**src/rtl/core/lld_pkg.sv**
```systemverilog
// ============================================================================
// lld_pkg
// Shared widths, constants, state type and load arithmetic for the
// least-load dispatcher.
// ============================================================================
package lld_pkg;

  localparam int NODE_W     = 4;
  localparam int WEIGHT_W   = 10;
  localparam int LOAD_W     = 20;
  localparam int S_TDATA_W  = 16;
  localparam int M_TDATA_W  = 24;

  localparam logic [LOAD_W-1:0] LOAD_MAX      = 20'd1048575;
  localparam logic [LOAD_W-1:0] LOAD_SENTINEL = 20'd900000;

  localparam logic ACT_DISPATCH = 1'b0;
  localparam logic ACT_COMPLETE = 1'b1;

  typedef enum logic [1:0] {
    ST_IDLE,
    ST_SEARCH,
    ST_POST
  } lld_state_t;

  function automatic logic [LOAD_W-1:0] load_add(input logic [LOAD_W-1:0]   load,
                                                 input logic [WEIGHT_W-1:0] weight);
    logic [LOAD_W:0] sum;
    sum = {1'b0, load} + (LOAD_W+1)'(weight);
    return (sum > {1'b0, LOAD_MAX}) ? LOAD_MAX : sum[LOAD_W-1:0];
  endfunction

  function automatic logic [LOAD_W-1:0] load_sub(input logic [LOAD_W-1:0]   load,
                                                 input logic [WEIGHT_W-1:0] weight);
    return (load > LOAD_W'(weight)) ? (load - LOAD_W'(weight)) : '0;
  endfunction

endpackage

```
**src/rtl/core/lld_cell.sv**
```systemverilog
// ============================================================================
// lld_cell
// One node's load counter plus one stage of the least-load search chain.
// ============================================================================
module lld_cell #(
  parameter int IDX_W = 4,
  parameter int IDX   = 0
) (
  input  logic                      clk,
  input  logic                      rst,
  input  logic                      wr_en,
  input  logic [lld_pkg::LOAD_W-1:0] wr_load,
  output logic [lld_pkg::LOAD_W-1:0] load,
  input  logic                      tok_valid_in,
  input  logic [lld_pkg::LOAD_W-1:0] tok_load_in,
  input  logic [IDX_W-1:0]          tok_idx_in,
  output logic                      tok_valid_out,
  output logic [lld_pkg::LOAD_W-1:0] tok_load_out,
  output logic [IDX_W-1:0]          tok_idx_out
);

  always_ff @(posedge clk) begin
    if (rst) begin
      load <= '0;
    end else if (wr_en) begin
      load <= wr_load;
    end
  end

  always_ff @(posedge clk) begin
    if (rst) begin
      tok_valid_out <= 1'b0;
    end else begin
      tok_valid_out <= tok_valid_in;
    end
  end

  // strict compare keeps the lowest index on ties
  always_ff @(posedge clk) begin
    if (load < tok_load_in) begin
      tok_load_out <= load;
      tok_idx_out  <= IDX_W'(IDX);
    end else begin
      tok_load_out <= tok_load_in;
      tok_idx_out  <= tok_idx_in;
    end
  end

endmodule

```
**src/rtl/core/least_load_dispatcher.sv**
```systemverilog
// ============================================================================
// least_load_dispatcher
// Least-loaded back-end selection over a row of per-node load counters.
// ============================================================================
// One input beat is handled at a time. A completion beat goes from acceptance
// to the post step and then back to ready. A dispatch beat first searches:
// the search token walks the row of node cells one cell per cycle, keeping
// the smallest load below 900000 (lowest index on ties, node 0 if none),
// then the picked node is updated and the result loaded into the output
// register. Loads saturate at 1048575 and floor at 0; a completion for a node
// at or above NUM_NODES changes nothing and reports load 0. The output
// register lets the next beat be accepted while a result waits.
module least_load_dispatcher #(
  parameter int NUM_NODES = 16
) (
  input  logic                          clk,
  input  logic                          rst,
  input  logic                          s_axis_tvalid,
  output logic                          s_axis_tready,
  input  logic [lld_pkg::S_TDATA_W-1:0] s_axis_tdata,  // [3:0] node_id, [13:4] weight
  input  logic                          s_axis_tuser,  // [0] action
  output logic                          m_axis_tvalid,
  input  logic                          m_axis_tready,
  output logic [lld_pkg::M_TDATA_W-1:0] m_axis_tdata   // [3:0] chosen_node, [23:4] node_load
);

  localparam int IDX_W = (NUM_NODES > 1) ? $clog2(NUM_NODES) : 1;
  localparam int CMP_W = (IDX_W + 1 > lld_pkg::NODE_W + 1) ? IDX_W + 1 : lld_pkg::NODE_W + 1;

  lld_pkg::lld_state_t state, state_next;

  logic                         act_q;
  logic [lld_pkg::NODE_W-1:0]   node_q;
  logic [lld_pkg::WEIGHT_W-1:0] weight_q;
  logic [IDX_W-1:0]             pick_idx;

  logic                         out_valid;
  logic [lld_pkg::NODE_W-1:0]   out_node;
  logic [lld_pkg::LOAD_W-1:0]   out_load;

  logic                         tok_valid [NUM_NODES+1];
  logic [lld_pkg::LOAD_W-1:0]   tok_load  [NUM_NODES+1];
  logic [IDX_W-1:0]             tok_idx   [NUM_NODES+1];
  logic [lld_pkg::LOAD_W-1:0]   loads     [NUM_NODES];
  logic [NUM_NODES-1:0]         wr_en;

  logic                         accept;
  logic                         post;
  logic                         node_ok;
  logic [IDX_W-1:0]             rd_idx;
  logic [lld_pkg::LOAD_W-1:0]   rd_load;
  logic [lld_pkg::LOAD_W-1:0]   new_load;
  logic [lld_pkg::NODE_W-1:0]   res_node;
  logic [lld_pkg::LOAD_W-1:0]   res_load;

  assign s_axis_tready = (state == lld_pkg::ST_IDLE);
  assign accept        = s_axis_tvalid && s_axis_tready;
  assign m_axis_tvalid = out_valid;
  assign m_axis_tdata  = {out_load, out_node};

  assign tok_valid[0] = accept && (s_axis_tuser == lld_pkg::ACT_DISPATCH);
  assign tok_load[0]  = lld_pkg::LOAD_SENTINEL;
  assign tok_idx[0]   = '0;

  for (genvar i = 0; i < NUM_NODES; i++) begin : g_cell
    assign wr_en[i] = post && ((act_q == lld_pkg::ACT_DISPATCH) || node_ok)
                      && (rd_idx == IDX_W'(i));

    lld_cell #(
      .IDX_W (IDX_W),
      .IDX   (i)
    ) u_cell (
      .clk           (clk),
      .rst           (rst),
      .wr_en         (wr_en[i]),
      .wr_load       (new_load),
      .load          (loads[i]),
      .tok_valid_in  (tok_valid[i]),
      .tok_load_in   (tok_load[i]),
      .tok_idx_in    (tok_idx[i]),
      .tok_valid_out (tok_valid[i+1]),
      .tok_load_out  (tok_load[i+1]),
      .tok_idx_out   (tok_idx[i+1])
    );
  end

  assign node_ok  = CMP_W'(node_q) < CMP_W'(NUM_NODES);
  assign rd_idx   = (act_q == lld_pkg::ACT_COMPLETE) ? IDX_W'(node_q) : pick_idx;
  assign rd_load  = loads[rd_idx];
  assign new_load = (act_q == lld_pkg::ACT_COMPLETE) ? lld_pkg::load_sub(rd_load, weight_q)
                                                     : lld_pkg::load_add(rd_load, weight_q);
  assign res_node = (act_q == lld_pkg::ACT_COMPLETE) ? node_q : lld_pkg::NODE_W'(pick_idx);
  assign res_load = ((act_q == lld_pkg::ACT_COMPLETE) && !node_ok) ? '0 : new_load;
  assign post     = (state == lld_pkg::ST_POST) && (!out_valid || m_axis_tready);

  always_ff @(posedge clk) begin
    if (rst) begin
      state <= lld_pkg::ST_IDLE;
    end else begin
      state <= state_next;
    end
  end

  always_comb begin
    state_next = state;
    unique case (state)
      lld_pkg::ST_IDLE: begin
        if (accept) begin
          state_next = (s_axis_tuser == lld_pkg::ACT_DISPATCH) ? lld_pkg::ST_SEARCH
                                                                : lld_pkg::ST_POST;
        end
      end
      lld_pkg::ST_SEARCH: begin
        if (tok_valid[NUM_NODES]) begin
          state_next = lld_pkg::ST_POST;
        end
      end
      lld_pkg::ST_POST: begin
        if (post) begin
          state_next = lld_pkg::ST_IDLE;
        end
      end
      default: state_next = lld_pkg::ST_IDLE;
    endcase
  end

  always_ff @(posedge clk) begin
    if (accept) begin
      act_q    <= s_axis_tuser;
      node_q   <= s_axis_tdata[lld_pkg::NODE_W-1:0];
      weight_q <= s_axis_tdata[lld_pkg::NODE_W +: lld_pkg::WEIGHT_W];
    end
    if ((state == lld_pkg::ST_SEARCH) && tok_valid[NUM_NODES]) begin
      pick_idx <= tok_idx[NUM_NODES];
    end
  end

  always_ff @(posedge clk) begin
    if (rst) begin
      out_valid <= 1'b0;
    end else if (post) begin
      out_valid <= 1'b1;
    end else if (m_axis_tready) begin
      out_valid <= 1'b0;
    end
  end

  always_ff @(posedge clk) begin
    if (post) begin
      out_node <= res_node;
      out_load <= res_load;
    end
  end

endmodule

```
**config.mk**
```make
export PLATFORM = sky130hd
export DESIGN_NAME = least_load_dispatcher
export DESIGN_NICKNAME = d
export VERILOG_FILES = /design/src/rtl/core/lld_pkg.sv /design/src/rtl/core/lld_cell.sv /design/src/rtl/core/least_load_dispatcher.sv
export SDC_FILE = /design/constraint.sdc
export NUM_CORES = 2
export LEC_CHECK = 0
export BUFFER_PORTS_ARGS = -buffer_cell sky130_fd_sc_hd__buf_2
export CAP_MARGIN = 15
export CORE_MARGIN = 8
export CORE_UTILIZATION = 60
export CTS_BUF_LIST = sky130_fd_sc_hd__clkbuf_4 sky130_fd_sc_hd__clkbuf_8 sky130_fd_sc_hd__clkbuf_16
export DETAILED_ROUTE_END_ITERATION = 7
export PLACE_DENSITY_LB_ADDON = 0.2
export SLEW_MARGIN = 25
export SYNTH_ARGS = -nofsm -noshare
export SYNTH_HDL_FRONTEND = slang
export SYNTH_SLANG_ARGS = --single-unit
```
**constraint.sdc**
```tcl
create_clock -name clk -period 6 [get_ports clk]
set_input_delay 0.9 -clock clk [delete_from_list [all_inputs] [get_ports clk]]
set_output_delay 0.9 -clock clk [all_outputs]
set_load 0.005 [all_outputs]
```
==> results.sh <==
export IMPL_status="finished with violations"
export IMPL_failed_checks="design-rule violations"
export IMPL_fp_row_count=94
export IMPL_cp_end_kind="register"
export IMPL_vdd_drop_max_uv=244.8
export IMPL_synthFlopType="dfxtp_1"
export IMPL_clk_pin_slew_ns=0.06
export IMPL_cp_depth=20
export IMPL_synth_distinct_cells=88
export IMPL_timing_fmax_mhz=175.5
export IMPL_grt_max_degree=160
export IMPL_avgSynthCellArea_um2=9.124
export IMPL_worstSetupPathType="reg -> reg"
export IMPL_finalWorstSetupSlack_ns=0.3013
export IMPL_post_route_period_util_pct=94.98
export IMPL_routabilityCongestion=0.9804
export IMPL_wl_um=127300
export IMPL_drc_errors=1
export IMPL_fin_skew_ns=0.03097
export IMPL_rsz0062_at_grt="false"
export IMPL_worstSetupStartpointType="register"
export IMPL_io_buffers=44
export IMPL_final_cell_area_mm2=0.04383
export IMPL_async_flop_share_pct=0
export IMPL_r2r_cells=20
export IMPL_slew_headroom_pct=31.34
export IMPL_synthToLayoutAreaGrowth_pct=11.37
export IMPL_drv_cap=0
export IMPL_ios=47
export IMPL_dieArea_mm2=0.07404
export IMPL_ff2ff_setup_slack_ns=0.30
export IMPL_cts_buffer_depth=3
export IMPL_ys_ff_latch=731
export IMPL_nets=4613
export IMPL_cp_arrival_ns=6.17
export IMPL_chipWidth_um=272.1
export IMPL_track_usage_pct=33.22
export IMPL_vias_per_cell=6.599
export IMPL_grt_pass1_vias=31950
export IMPL_hold_class="reg -> reg"
export IMPL_worst_hold_slack_ns=0.4036
export IMPL_hpwl_um=93110
export IMPL_syn_cell_area_mm2=0.03935
export IMPL_tightest_slew_ns=1.030
export IMPL_crit_fanout=12
export IMPL_ys_warn_count=0
export IMPL_num_vias=34380
export IMPL_min_path_cells=1
export IMPL_crit_required_ns=6.47
export IMPL_drtPass1Iterations=8
export IMPL_cts_buffers=78
export IMPL_cpMaxStageDelayCell="a211oi_2"
export IMPL_max_stage_delay_ns=0.61
export IMPL_holdBufCountCts=0
export IMPL_grt_overflow_total=0
export IMPL_grt_pass1_wl_um=193200
export IMPL_ys_seq_area_share_pct=38.28
export IMPL_start_util_pct=60.18
export IMPL_die_y_um=272.1
export IMPL_h_tree_depth=3
export IMPL_synth_edf_count=43
export IMPL_ant_nets=0
export IMPL_clockRootBuffer="clkbuf_16"
export IMPL_clk_latency_ns=0.64
export IMPL_synth_nets=4641
export IMPL_power_density_mw_per_mm2=287.0
export IMPL_crit_top_cell="buf_4"
export IMPL_first_iter_violations=4020
export IMPL_wl_per_cell_um=24.44
export IMPL_p_leak_nw=16.47
export IMPL_drive_gt1_share_pct=14.09
export IMPL_fin_setup_tns_ns=0
export IMPL_hold_violations=0
export IMPL_clkSinkCount=731
export IMPL_place_area_mm2=0.04118
export IMPL_coreArea_mm2=0.06539
export IMPL_setup_violations_final=0
export IMPL_finalMaxSlewViolations=0
export IMPL_cp_top_family="compound AO/OA/AOI/OAI gates"
export IMPL_cts_tree="yes"
export IMPL_path_buf_inv=4
export IMPL_dpl_worst_slack_ns=0.4414
export IMPL_syn_inst=4313
export IMPL_path_cells="mux2i_4 > buf_4 > nand2_1 > and3_1 > a311oi_1 > buf_4 > a31oi_1 > a21oi_1 > ha_1 > nand2_1 > nor2_1 > a211oi_1 > and2_1 > o21ai_0 > a211oi_2 > buf_4 > a211oi_1 > o32ai_4 > buf_12 > a311oi_1"
export IMPL_fin_crit_ns=5.699
export IMPL_grt_antenna_before_repair=1
[metal layers]
layer / vias up / global-route usage [%] / share of wire [%]
met4: 2 / 18.19 / 6.3
li1: 15930 / - / -
met3: 358 / 5.569 / 8.7
met1: 16430 / 42.47 / 40
met5: - / 0 / 0.016
met2: 1655 / 53.34 / 45
[cells by family (layout without fill, tap and decap cells)]
| kind of cell | Yosys count | count (layout) | share of synthesized area, % |
|---|---|---|---|
| xor+xnor | 18 | 18 | 0.4006 |
| mux | 128 | 128 | 4.334 |
| other cells | 0 | 2 | 0 |
| simple gates | 1143 | 1143 | 14.63 |
| buf+inv | 683 | 713 | 6.849 |
| compound gates | 1303 | 1303 | 25.70 |
| flops | 731 | 731 | 38.28 |
| fa+ha+maj | 307 | 307 | 9.799 |
[path summary, 6_finish.rpt]
check	from	to
worst min register to register	g_cell[4].u_cell.tok_idx_out[2]	g_cell[5].u_cell.tok_idx_out[2]
worst max register to register	act_q	g_cell[6].u_cell.load[6]
worst max-delay path	act_q	g_cell[6].u_cell.load[6]
worst min-delay path	g_cell[4].u_cell.tok_idx_out[2]	g_cell[5].u_cell.tok_idx_out[2]
[cell usage in the layout (no fill, tap or decap), types with 18 or more instances in the layout]
cell / n
dfxtp_1: 688
inv_1: 347
nor2_1: 336
ha_1: 305
nand2_1: 303
a211oi_1: 165
buf_4: 156
a21o_1: 154
o211ai_1: 117
mux2_2: 102
a22oi_1: 99
a21oi_1: 95
a311oi_1: 91
nand3_1: 89
o2111ai_1: 86
clkbuf_16: 80
nand4_1: 78
o21ai_0: 73
o21bai_1: 63
and3_1: 59
nand3b_1: 52
o311ai_0: 52
o21a_1: 46
a211o_1: 44
edfxtp_1: 43
buf_2: 43
and4_1: 38
a211oi_2: 37
nand2b_1: 36
nor2b_1: 34
o41ai_1: 33
a22o_1: 31
nor3_1: 30
clkbuf_4: 25
buf_12: 23
o31ai_1: 18
[power breakdown]
group	switching [W]	internal (W)
logic	0.00155	0.000797
registers	0.000130	0.00514
clock network	0.00201	0.00295
total	0.00369	0.00889
[cells in the mapped netlist, drive strengths merged (34+ instances only)]
master / n / area share, %
a211o: 44 / 0.98
a211oi: 209 / 4.5
a21o: 154 / 2.9
a21oi: 105 / 1.4
a22oi: 100 / 1.9
a311oi: 92 / 2.0
and3: 59 / 0.94
and4: 38 / 0.85
buf: 58 / 0.87
clkbuf: 274 / 2.6
dfxtp: 688 / 35
edfxtp: 43 / 3.3
ha: 305 / 9.7
inv: 349 / 3.3
mux2: 102 / 2.9
nand2: 303 / 2.9
nand2b: 36 / 0.57
nand3: 91 / 1.2
nand3b: 52 / 0.99
nand4: 80 / 1.3
nor2: 354 / 3.4
nor2b: 34 / 0.54
nor3: 41 / 0.65
o2111ai: 87 / 1.9
o211ai: 117 / 2.2
o21a: 46 / 0.88
o21ai: 77 / 1.0
o21bai: 63 / 1.2
o311ai: 52 / 1.2
[metrics by stage]
step	util [%]	std cells	total power (W)
2_1_floorplan	-	4313	0.006685
3_3_place_gp	62.94	5068	0.007624
3_5_place_dp	62.98	5069	0.007640
4_1_cts	66.99	5207	0.01255
5_1_grt	67.01	5207	0.01296
6_report	67.02	5209	0.01258
[worst reg2reg max path: stages (launching register included)]
cell	delay, ns
edfxtp_1	0.53
mux2i_4	0.52
buf_4	0.23
nand2_1	0.06
and3_1	0.19
a311oi_1	0.58
buf_4	0.22
a31oi_1	0.06
a21oi_1	0.30
ha_1	0.35
nand2_1	0.12
nor2_1	0.05
a211oi_1	0.29
and2_1	0.21
o21ai_0	0.15
a211oi_2	0.62
buf_4	0.25
a211oi_1	0.10
o32ai_4	0.38
buf_12	0.22
a311oi_1	0.13
[final cells by class]
type                    instances  area (um2)
repair buffers                224        1877
clock buffers                 115        2327
fillers                      5289       21570
inverters                     351        1318
flip-flops and latches        731       15060
clock inverters                23       297.8
diodes                          2       5.005
multi-input cells            2899       21860
well taps                     864        1081
[registers in the layout, summed over array words and instances, names as in the netlist, 2 cells and up]
name,cells
g_cell.u_cell.tok_load_out,300
g_cell.u_cell.tok_valid_out,16
out_load,20
node_q,4
weight_q,10
out_node,4
g_cell.u_cell.tok_idx_out,49
pick_idx,4
g_cell.u_cell.load,320
state,2
[repair_timing]
item / CTS / global route
gates resized for setup: 0 / 1
hold endpoints to repair: 0 / 0
buffers inserted: 0 / 0
endpoints found under the setup margin: 0 / 23
Note: power is estimated with default switching activity, not from simulation.
